File: config.mk
export PLATFORM = sky130hd
export DESIGN_NAME = min_cost_k_jump_path
export DESIGN_NICKNAME = d
export VERILOG_FILES = /design/src/rtl/mckjp_pkg.sv /design/src/rtl/min_cost_k_jump_path.sv
export SDC_FILE = /design/constraint.sdc
export NUM_CORES = 1
export LEC_CHECK = 0
export ABC_AREA = 1
export BUFFER_PORTS_ARGS = -buffer_cell sky130_fd_sc_hd__buf_4
export CAP_MARGIN = 20
export CORE_UTILIZATION = 30
export DETAILED_ROUTE_END_ITERATION = 10
export PLACE_DENSITY = 0.44
export SYNTH_ARGS = -nofsm -noshare
export SYNTH_HDL_FRONTEND = slang
export SYNTH_SLANG_ARGS = --single-unit
File: constraint.sdc
create_clock -name clk -period 10.05 [get_ports clk]
set_input_delay 1.5075 -clock clk [delete_from_list [all_inputs] [get_ports clk]]
set_output_delay 1.5075 -clock clk [all_outputs]
set_load 0.05 [all_outputs]
File: src/rtl/mckjp_pkg.sv
// ----------------------------------------------------------------------------
// mckjp_pkg
// Shared types and constants of the bounded-jump least-cost path block:
// ring depth, field widths, sequencer state codes.
// ----------------------------------------------------------------------------
package mckjp_pkg;

	// ring depth and field widths
	localparam int MAX_JUMP    = 16;
	localparam int HEIGHT_BITS = 16;
	localparam int COST_BITS   = 32;
	localparam int JL_BITS     = 5;
	localparam int OUT_BITS    = 32;

	// ring slot index and held-position count (count reaches MAX_JUMP itself)
	localparam int RING_BITS  = (MAX_JUMP > 1) ? $clog2(MAX_JUMP) : 1;
	localparam int COUNT_BITS = $clog2(MAX_JUMP + 1);

	typedef logic [HEIGHT_BITS-1:0] height_t;
	typedef logic [COST_BITS-1:0]   cost_t;
	typedef logic [OUT_BITS-1:0]    out_cost_t;
	typedef logic [JL_BITS-1:0]     jump_limit_t;
	typedef logic [RING_BITS-1:0]   slot_t;
	typedef logic [COUNT_BITS-1:0]  count_t;

	// sequencer states, one-hot
	typedef enum logic [2:0] {
		ST_IDLE = 3'b001,
		ST_CALC = 3'b010,
		ST_DONE = 3'b100
	} state_t;

endpackage

File: src/rtl/min_cost_k_jump_path.sv
// ----------------------------------------------------------------------------
// min_cost_k_jump_path
// Least cost to reach each position of a height sequence when one jump may
// span 1 to jump_limit positions and costs the absolute height difference.
// ----------------------------------------------------------------------------
// One word in, one word out. A height word is taken when in_valid and
// in_ready are high; first = 1 opens a new sequence. The block then looks
// back over span = min(jump_limit, positions held) earlier positions, one per
// cycle through a single subtract / saturating add / compare unit that reads
// one slot of the height and cost rings each cycle. After a word is accepted,
// the block walks the look-back positions in ST_CALC, then enters ST_DONE;
// the result word rises and in_ready returns together when ST_DONE hands
// back to ST_IDLE; in_ready is low until then, and longer while a finished
// cost waits for the previous result word to be taken. The result stays in an
// output register until taken, and the next word can be accepted meanwhile.
// Costs saturate at the top of their range. jump_limit reads 0 as 1 and
// values above MAX_JUMP as MAX_JUMP; write it only while the block is idle.
// ----------------------------------------------------------------------------
module min_cost_k_jump_path (
	input  logic                    clk,
	input  logic                    arst_n,
	// configuration
	input  logic                    cfg_we,
	input  mckjp_pkg::jump_limit_t  cfg_wdata,
	// input words
	input  logic                    in_valid,
	output logic                    in_ready,
	input  mckjp_pkg::height_t      height,
	input  logic                    first,
	// result words
	output logic                    out_valid,
	input  logic                    out_ready,
	output mckjp_pkg::out_cost_t    cost
);
	import mckjp_pkg::*;

	state_t      state_q;
	jump_limit_t jump_limit_q;
	count_t      seen_count_q;
	slot_t       ring_head_q;
	count_t      span_q;
	count_t      j_q;
	height_t     h_q;
	cost_t       best_q;
	logic        out_valid_q;
	out_cost_t   out_cost_q;

	// history rings
	height_t     recent_heights_q [MAX_JUMP];
	cost_t       recent_costs_q   [MAX_JUMP];

	logic        in_acc;
	logic        out_free;
	count_t      limit;
	count_t      seen_eff;
	count_t      span;
	slot_t       slot;
	height_t     ph;
	height_t     diff;
	logic [COST_BITS:0] sum;
	cost_t       cand;
	logic [63:0] best_w;

	assign in_ready  = (state_q == ST_IDLE);
	assign in_acc    = in_valid && in_ready;
	assign out_valid = out_valid_q;
	assign cost      = out_cost_q;
	assign out_free  = !out_valid_q || out_ready;

	// effective jump limit and look-back span for the incoming word
	always_comb begin
		if (jump_limit_q == '0) begin
			limit = COUNT_BITS'(1);
		end else if (32'(jump_limit_q) > 32'(MAX_JUMP)) begin
			limit = COUNT_BITS'(MAX_JUMP);
		end else begin
			limit = COUNT_BITS'(jump_limit_q);
		end
		seen_eff = first ? '0 : seen_count_q;
		span     = (limit < seen_eff) ? limit : seen_eff;
	end

	// shared unit: one earlier position per cycle
	always_comb begin
		slot = ring_head_q - j_q[RING_BITS-1:0];
		ph   = recent_heights_q[slot];
		diff = (h_q > ph) ? (h_q - ph) : (ph - h_q);
		sum  = {1'b0, recent_costs_q[slot]} + (COST_BITS+1)'(diff);
		cand = sum[COST_BITS] ? '1 : sum[COST_BITS-1:0];
	end

	// widened cost for the clamp to the output range
	assign best_w = 64'(best_q);

	// configuration register
	always_ff @(posedge clk or negedge arst_n) begin
		if (!arst_n) begin
			jump_limit_q <= JL_BITS'(1);
		end else if (cfg_we) begin
			jump_limit_q <= cfg_wdata;
		end
	end

	// sequencer and control state
	always_ff @(posedge clk or negedge arst_n) begin
		if (!arst_n) begin
			state_q      <= ST_IDLE;
			seen_count_q <= '0;
			ring_head_q  <= '0;
			out_valid_q  <= 1'b0;
		end else begin
			// result word: loaded on completion, cleared when taken
			if (state_q == ST_DONE && out_free) begin
				out_valid_q <= 1'b1;
			end else if (out_valid_q && out_ready) begin
				out_valid_q <= 1'b0;
			end
			case (state_q)
				ST_IDLE: begin
					if (in_acc) begin
						if (first) begin
							seen_count_q <= '0;
						end
						state_q <= (span == '0) ? ST_DONE : ST_CALC;
					end
				end
				ST_CALC: begin
					if (j_q == span_q) begin
						state_q <= ST_DONE;
					end
				end
				ST_DONE: begin
					if (out_free) begin
						ring_head_q <= ring_head_q + 1'b1;
						if (32'(seen_count_q) < 32'(MAX_JUMP)) begin
							seen_count_q <= seen_count_q + 1'b1;
						end
						state_q <= ST_IDLE;
					end
				end
				default: begin
					state_q <= ST_IDLE;
				end
			endcase
		end
	end

	// datapath registers and rings
	always_ff @(posedge clk) begin
		case (state_q)
			ST_IDLE: begin
				if (in_acc) begin
					h_q    <= height;
					span_q <= span;
					j_q    <= COUNT_BITS'(1);
					best_q <= '0;
				end
			end
			ST_CALC: begin
				if (j_q == COUNT_BITS'(1) || cand < best_q) begin
					best_q <= cand;
				end
				j_q <= j_q + 1'b1;
			end
			ST_DONE: begin
				if (out_free) begin
					recent_heights_q[ring_head_q] <= h_q;
					recent_costs_q[ring_head_q]   <= best_q;
					out_cost_q <= (best_w > 64'hFFFF_FFFF) ? '1 : best_w[OUT_BITS-1:0];
				end
			end
			default: begin
			end
		endcase
	end

	// checks
	a_seen_bound: assert property (@(posedge clk) disable iff (!arst_n)
		32'(seen_count_q) <= 32'(MAX_JUMP))
		else $error("held position count above ring depth");

	a_step_range: assert property (@(posedge clk) disable iff (!arst_n)
		(state_q == ST_CALC) |-> (j_q >= COUNT_BITS'(1) && j_q <= span_q))
		else $error("look-back step outside span");

	a_result_from_done: assert property (@(posedge clk) disable iff (!arst_n)
		$rose(out_valid_q) |-> $past(state_q == ST_DONE))
		else $error("result word raised outside completion");

	a_busy_after_accept: assert property (@(posedge clk) disable iff (!arst_n)
		in_acc |=> !in_ready)
		else $error("ready again right after accepting a word");

endmodule

Yosys cells after proc, flatten, opt, wreduce, memory -nomap -nowiden
Memory sizes are Yosys's and may differ from the RTL's.
Cells that the tools add are included.
{"block": "classes", "muxes": 25, "addsub": 7, "n_reduce_logical": 17, "eq_ne": 10, "n_lt_le_gt_ge": 6}
{"op": "$mux 32", "count": 3}
{"op": "$pmux 32 s2", "count": 1}
{"op": "$mux 5", "count": 8}
{"op": "$add 32x16->33", "count": 1}
{"op": "$gt 32x32->1 const B", "count": 1}
{"op": "$lt 32x32->1", "count": 1}
{"op": "$sub 16x16->16", "count": 2}
{"op": "$pmux 5 s2", "count": 2}
{"op": "$gt 16x16->1", "count": 1}
{"op": "$mux 16", "count": 1}
{"op": "$mux 3", "count": 4}
{"op": "$add 5x1->5 const B", "count": 2}
{"op": "$logic_not 5->1", "count": 2}
{"op": "$pmux 3 s3", "count": 1}
{"op": "$ne 2x2->1 const B", "count": 3}
{"op": "$reduce_and 2->1", "count": 3}
{"op": "$reduce_and 3->1", "count": 2}
{"op": "$reduce_bool 2->1", "count": 3}
{"op": "$eq 5x1->1 const B", "count": 1}
{"op": "$eq 5x5->1", "count": 1}
{"op": "$gt 5x5->1 const B", "count": 1}
{"op": "$lt 5x5->1", "count": 1}
{"op": "$lt 5x5->1 const B", "count": 1}
{"op": "$mux 1", "count": 5}
{"op": "other kinds (10)", "count": 14}
{"block": "totals", "ramBits": 768, "memories": 2, "inputBits": 27, "ff_bits": 108}
{"memory": "recent_costs_q", "depth": 16, "word_bits": 32, "rd": 1, "rd_clocked_by_memory_dff": 0, "write_ports": 1, "line": "min_cost_k_jump_path.sv:50", "source": "cost_t recent_costs_q [MAX_JUMP];"}
{"memory": "recent_heights_q", "depth": 16, "word_bits": 16, "rd": 1, "rd_clocked_by_memory_dff": 0, "write_ports": 1, "line": "min_cost_k_jump_path.sv:49", "source": "height_t recent_heights_q [MAX_JUMP];"}

Longest topological paths before layout
An unclocked memory read counts as a cell.
{"block": "logic_depth", "depth_word": 10, "ltp_mapped": 55, "ltp_nobuf": 49}

Worst setup path before layout
No wires, ideal clock.
{"block": "synth_path", "path_type": "reg-to-reg", "from": "register ring_head_q[0]", "to": "register best_q[0] (enable)", "setup_ps": 432, "path_stages_with_launch": 52, "t_required_ps": 9618, "slack_ps": 527, "period_less_slack_ps": 9523, "t_arrival_ps": 9091, "path_cell_list": "dfrtp_1 inv_1 ha_1 fa_1 buf_2 inv_2 buf_2 buf_2 buf_1 clkbuf_1 o21ai_0 o221ai_1 nand2_1 o21a_1 inv_1 ha_1 a21o_1 a21oi_1 [16 not listed] and2_1 o21ai_1 a21o_1 nand2_1 nand2_1 nand2_1 xor2_1 inv_1 nand2_1 ha_1 nand2_1 nor2_1 a211oi_1 o221a_2 nor2_1 a211oi_1 nand2_1 a21oi_1"}
{"block": "synth_between", "elab_chain_len": 10, "word_cells_on_any_way": 13, "classes_between": "add/sub: 4; order compare: 2; eq/ne: 1; mux: 2; reduce/logical: 2; memory: 2"}
{"item": "start: declaration", "line": "min_cost_k_jump_path.sv:40", "source": "slot_t ring_head_q;"}
{"item": "start signal: assignment", "line": "min_cost_k_jump_path.sv:134", "source": "ring_head_q <= ring_head_q + 1'b1;"}
{"item": "$sub 4x4->4 (*)", "line": "min_cost_k_jump_path.sv:85", "source": "slot = ring_head_q - j_q[RING_BITS-1:0];"}
{"item": "$mem_v2 16x16"}
{"item": "$sub 16x16->16 or $gt 16x16->1 (tied branches)", "line": "min_cost_k_jump_path.sv:87", "source": "diff = (h_q > ph) ? (h_q - ph) : (ph - h_q);"}
{"item": "$mux 16", "line": "min_cost_k_jump_path.sv:87"}
{"item": "$add 32x16->33 (*)", "line": "min_cost_k_jump_path.sv:88", "source": "sum = {1'b0, recent_costs_q[slot]} + (COST_BITS+1)'(diff);"}
{"item": "$mux 32 (*)", "line": "min_cost_k_jump_path.sv:89", "source": "cand = sum[COST_BITS] ? '1 : sum[COST_BITS-1:0];"}
{"item": "named net cand[19]", "line": "min_cost_k_jump_path.sv:61", "source": "cost_t cand;"}
{"item": "$lt 32x32->1 (*)", "line": "min_cost_k_jump_path.sv:160", "source": "if (j_q == COUNT_BITS'(1) || cand < best_q) begin"}
{"item": "$logic_or 1x1->1 (*)", "line": "min_cost_k_jump_path.sv:160"}
{"item": "$ne 2x2->1 (no source line) (*)"}
{"item": "$reduce_and 3->1 (no source line) (*)"}
{"item": "end signal: assignment", "line": "min_cost_k_jump_path.sv:161", "source": "best_q <= cand;"}
{"item": "end: declaration", "line": "min_cost_k_jump_path.sv:44", "source": "cost_t best_q;"}
Mark *: on every way through the listed nets, which the timed path passes. The rest lies on a longest branch.
A chain may end at the register's enable or synchronous reset.

Worst setup path after layout
{"block": "layout_path", "from": "register ring_head_q[0]", "to": "register best_q[13] (enable)"}
Same word-level chain as after synthesis.

==> results list <==
- The initial antenna violation count is 3.
- The die covers approximately 130000 um2.
* Most used flip-flop cell after synthesis: sky130_fd_sc_hd__edfxtp_1
- After synthesis the cells add up to 37700 um2.
- Entering global routing, the biggest net connects between 100 and 150 pins.
* Part of the Yosys area used for sequential elements: between 60% and 70%
* Fraction of layout instances using a drive strength above 1: 10.2%
- The cell count after synthesis came out at 3099.
- Minimum setup slack among reg-to-reg paths: 780 ps
- Startpoint of the lowest-slack register-to-register path: ring_head_q[0]$_DFFE_PN0P_
* Number of rows in the core area: 129
* HPWL reported at the end of detailed placement: 60200 um
- In the routed layout, each cell is associated on average with a via count of 4.96.
- The number of antenna diodes in the final layout is 0.
- The pre-antenna-repair detailed-routing pass consisted of 11 iterations.
* Final min period: between 9000 and 10000 ps
- The top cell type by area accounts for 68.4% of the synthesized area.
- The worst hold path was traced through 2 stages.
- Counting the fill cells in the layout gives ~12k.
- Library cell used as clock root buffer: sky130_fd_sc_hd__clkbuf_16
* Clk slew on worst S/H paths: 60 ps
- STA puts the critical path data arrival time at 9640 ps.
- Synthesis-to-finish area growth: 15.2%
- Once detail routing completed, the nets flagged for antenna violations numbered 0.
* Maximum number of buffers from clock root to sink: 3
- Initial DRC count: approximately 1.9k
- Slew at the pin with the worst max-slew slack: around 1100 ps
- The multi-input combinational cells in the finished layout cover a total of 10300 um2.
* Residual overflow from global routing: 0
* Storage element area: 26200 um2
* Hold Crit Start: jump_limit_q[1]$_DFFE_PN0P_
* Peak fanout along the critical path: 32
- Most common cell in the netlist: sky130_fd_sc_hd__edfxtp_1
- Based on the critical path, the design can be clocked at up to 108 MHz.
- The setup path with the least slack is of type flip-flop to flip-flop.
- CTS Buf Count: 100
- Ranked by instance count, the synthesized netlist is headed by 858 x sky130_fd_sc_hd__edfxtp_1, 614 x sky130_fd_sc_hd__nand2_1, 247 x sky130_fd_sc_hd__nand3_1.
* Boundary Pins: 61
* Count of flip-flops with a built-in enable after synthesis: 858
* H-tree depth reported by CTS: 3
- TritonCTS built the clock tree.
* Largest cells by area after synthesis: sky130_fd_sc_hd__edfxtp_1 68%, sky130_fd_sc_hd__nand2_1 6.1%, sky130_fd_sc_hd__nand3_1 3.3%
- Ys async rst share: 2.05%
- Terminating pin of the worst hold path: jump_limit_q[1]$_DFFE_PN0P_
- For the final database, setup skew stands at roughly 27 ps.
- Setup violations remaining at the end of the flow were counted as 0.
* Crit path capture type: flip-flop
- Path class of the lowest-slack min-delay path: flip-flop to flip-flop
- By instance count, the cell type seen most on the critical path is sky130_fd_sc_hd__nand2_1.
- The number of nets handed over by synthesis was 3222.
* DRT Wirelength: 109000 um
* Via count of the first global-routing pass: 24.4k
- The total area inside the core boundary comes to roughly 120000 um2.
* X dimension of the die: 356 um
* Net total in the final layout: 3281
- Across the run, the number of max-cap violations was 0.
* Cell area after placement: slightly above 40000 um2
- Clock net sink count: 876
- DR WL/cell: 22.4 um
- The finished cells cover 43400 um2.
* Top cell type by total area after synthesis: sky130_fd_sc_hd__edfxtp_1
* Via count: ~24k
* Number of distinct library cells after synthesis: 51
- For this run, design rule violations remaining after detail routing come to 2.
- Dividing the synthesized area by the synthesized cell count gives 12.2 um2.
- Clock latency on the worst-skew pair, taken at its later pin, is approximately 700 ps.
- The checks that failed: DRC.
* Required time of the worst setup path: 10420 ps
* Starting utilization of the core area: between 30% and 40%
- The count of endpoints failing hold in the final timing report came to 0.
* Outcome: finished with violations
- Stage delay of the slowest cell on the critical path: 940 ps
* Normalized max-slew margin: 28.7%
* Buffers added on ports: 60
* Global-route wire length before repair: around 160000 um
- For this run, the total global-route usage over all layers was measured as 17.2%.
- Of the available clock period, the critical path in the final layout requires 92.3%.
* Total number of yosys warnings: 0
- The largest individual stage delay along the critical path comes from the cell sky130_fd_sc_hd__fa_4.
* Slew Limit Fails: 0
- From bottom edge to top edge, the die measures around 360 um.
- The synthesized design contains 876 register bits.
* Global placement routability congestion: 0.893
- STA classifies the critical path startpoint as a flip-flop.
- The worst register-to-register path ends at best_q[13]$_SDFFCE_PN0P_.
- For the worst flop-to-flop path, the logic depth is 46.
## critical path, delay by kind of cell (launching register included)
family | cells | cell delay [ps]
flops | 1 | 450
simple gates | 18 | 2290
buf+inv | 10 | 1570
fa+ha+maj | 5 | 2150
compound gates | 12 | 2250
xor+xnor | 1 | 160
## stage by stage
stage / cells / TNS (ps) / setup slack, ps / hold WS (ps) / util (%)
2_1_floorplan: 3099 / 0 / 527 / 512 / -
3_3_place_gp: 4689 / 0 / 761 / 542 / 32.4
3_5_place_dp: 4690 / 0 / 613 / 563 / 32.4
4_1_cts: 4871 / 0 / 538 / 578 / 34.9
5_1_grt: 4874 / -148 / -13.9 / 616 / 35.0
6_report: 4874 / 0 / 775 / 572 / 35.0
## cell families (layout without fill, tap and decap cells)
family / Yosys count / in the layout / share of synthesized area [%]
xor gates and xnor gates: 45 / 45 / 1.09
AOI/OAI and AO/OA: 619 / 619 / 9.92
adders and majority gates: 96 / 96 / 3.27
DFF: 876 / 876 / 69.6
buffers and inverters: 351 / 489 / 3.68
muxes: 7 / 7 / 0.189
and+or+nand+nor: 1105 / 1105 / 12.2
## sequential cells by signal, summed over array words and instances, names as in the netlist
name and cells:
cost 32, best_q 32, recent_heights_q 256, out_valid 1, span_q 5, recent_costs_q 512, j_q 5, h_q 16
seen_count_q 5, state_q 3, ring_head_q 4, jump_limit_q 5
## layout make-up
class / count / share of cell area [%]
Timing Repair Buffer: 128 / 2.41
Clock inverter: 57 / 0.998
Sequential cell: 876 / 60.4
Inverter: 180 / 1.59
Clock buffer: 124 / 6.21
Tap cell: 1637 / 4.72
Multi-Input combinational cell: 1872 / 23.6
## cell usage in the layout (no fill, tap or decap), types with 10 or more instances in the layout
cell type                   Yosys  routed
sky130_fd_sc_hd__a21oi_1      242     241
sky130_fd_sc_hd__o221ai_1      53      53
sky130_fd_sc_hd__nor2_4         3      21
sky130_fd_sc_hd__nand2_2        8      10
sky130_fd_sc_hd__nand3_1      247     246
sky130_fd_sc_hd__clkinv_1       0      24
sky130_fd_sc_hd__edfxtp_1     858     858
sky130_fd_sc_hd__xnor2_1       14      14
sky130_fd_sc_hd__ha_1          92      91
sky130_fd_sc_hd__a221oi_1      76      76
sky130_fd_sc_hd__clkinv_2       0      18
sky130_fd_sc_hd__o21ai_0      189     189
sky130_fd_sc_hd__inv_1        178     178
sky130_fd_sc_hd__o21a_1        14      14
sky130_fd_sc_hd__clkbuf_16      0     103
sky130_fd_sc_hd__nand4_1       11      11
sky130_fd_sc_hd__nand2_1      614     611
sky130_fd_sc_hd__clkbuf_1     112      17
sky130_fd_sc_hd__dfrtp_1       16      16
sky130_fd_sc_hd__buf_4          1     122
sky130_fd_sc_hd__xor2_1        29      29
sky130_fd_sc_hd__nor2_1       194     176
## metal layers
metal	track usage [%]	routed length, um	part of all wire [%]
met1	23.0	49600	45
met2	29.0	52900	48
met3	2.33	4180	3.8
met4	5.00	2590	2.4
met5	0	0	0
## how the worst max path moves through the flow
stage                                           from                       end  slack (ps)  cells past startpoint
after global routing      ring_head_q[0]$_DFFE_PN0P_  best_q[14]$_SDFFCE_PN0P_         -10                     46
after detailed placement  ring_head_q[0]$_DFFE_PN0P_  best_q[13]$_SDFFCE_PN0P_         610                     46
final                     ring_head_q[0]$_DFFE_PN0P_  best_q[13]$_SDFFCE_PN0P_         780                     46
after CTS                 ring_head_q[0]$_DFFE_PN0P_  best_q[14]$_SDFFCE_PN0P_         540                     46
after global placement          j_q[0]$_SDFFCE_PN1P_   best_q[9]$_SDFFCE_PN0P_         760                     45
after floorplan           ring_head_q[0]$_DFFE_PN0P_   best_q[0]$_SDFFCE_PN0P_         530                     51
## timing repair
item,4_1_cts,5_1_grt
setup endpoints to repair,0,32
hold endpoints to repair,0,0
resized for setup,0,1
hold buffers,0,0
buffers inserted,0,3
Power is left out: the tool's default activity adds up to more than one toggle a clock period on the data nets, which glitch-free logic cannot reach.
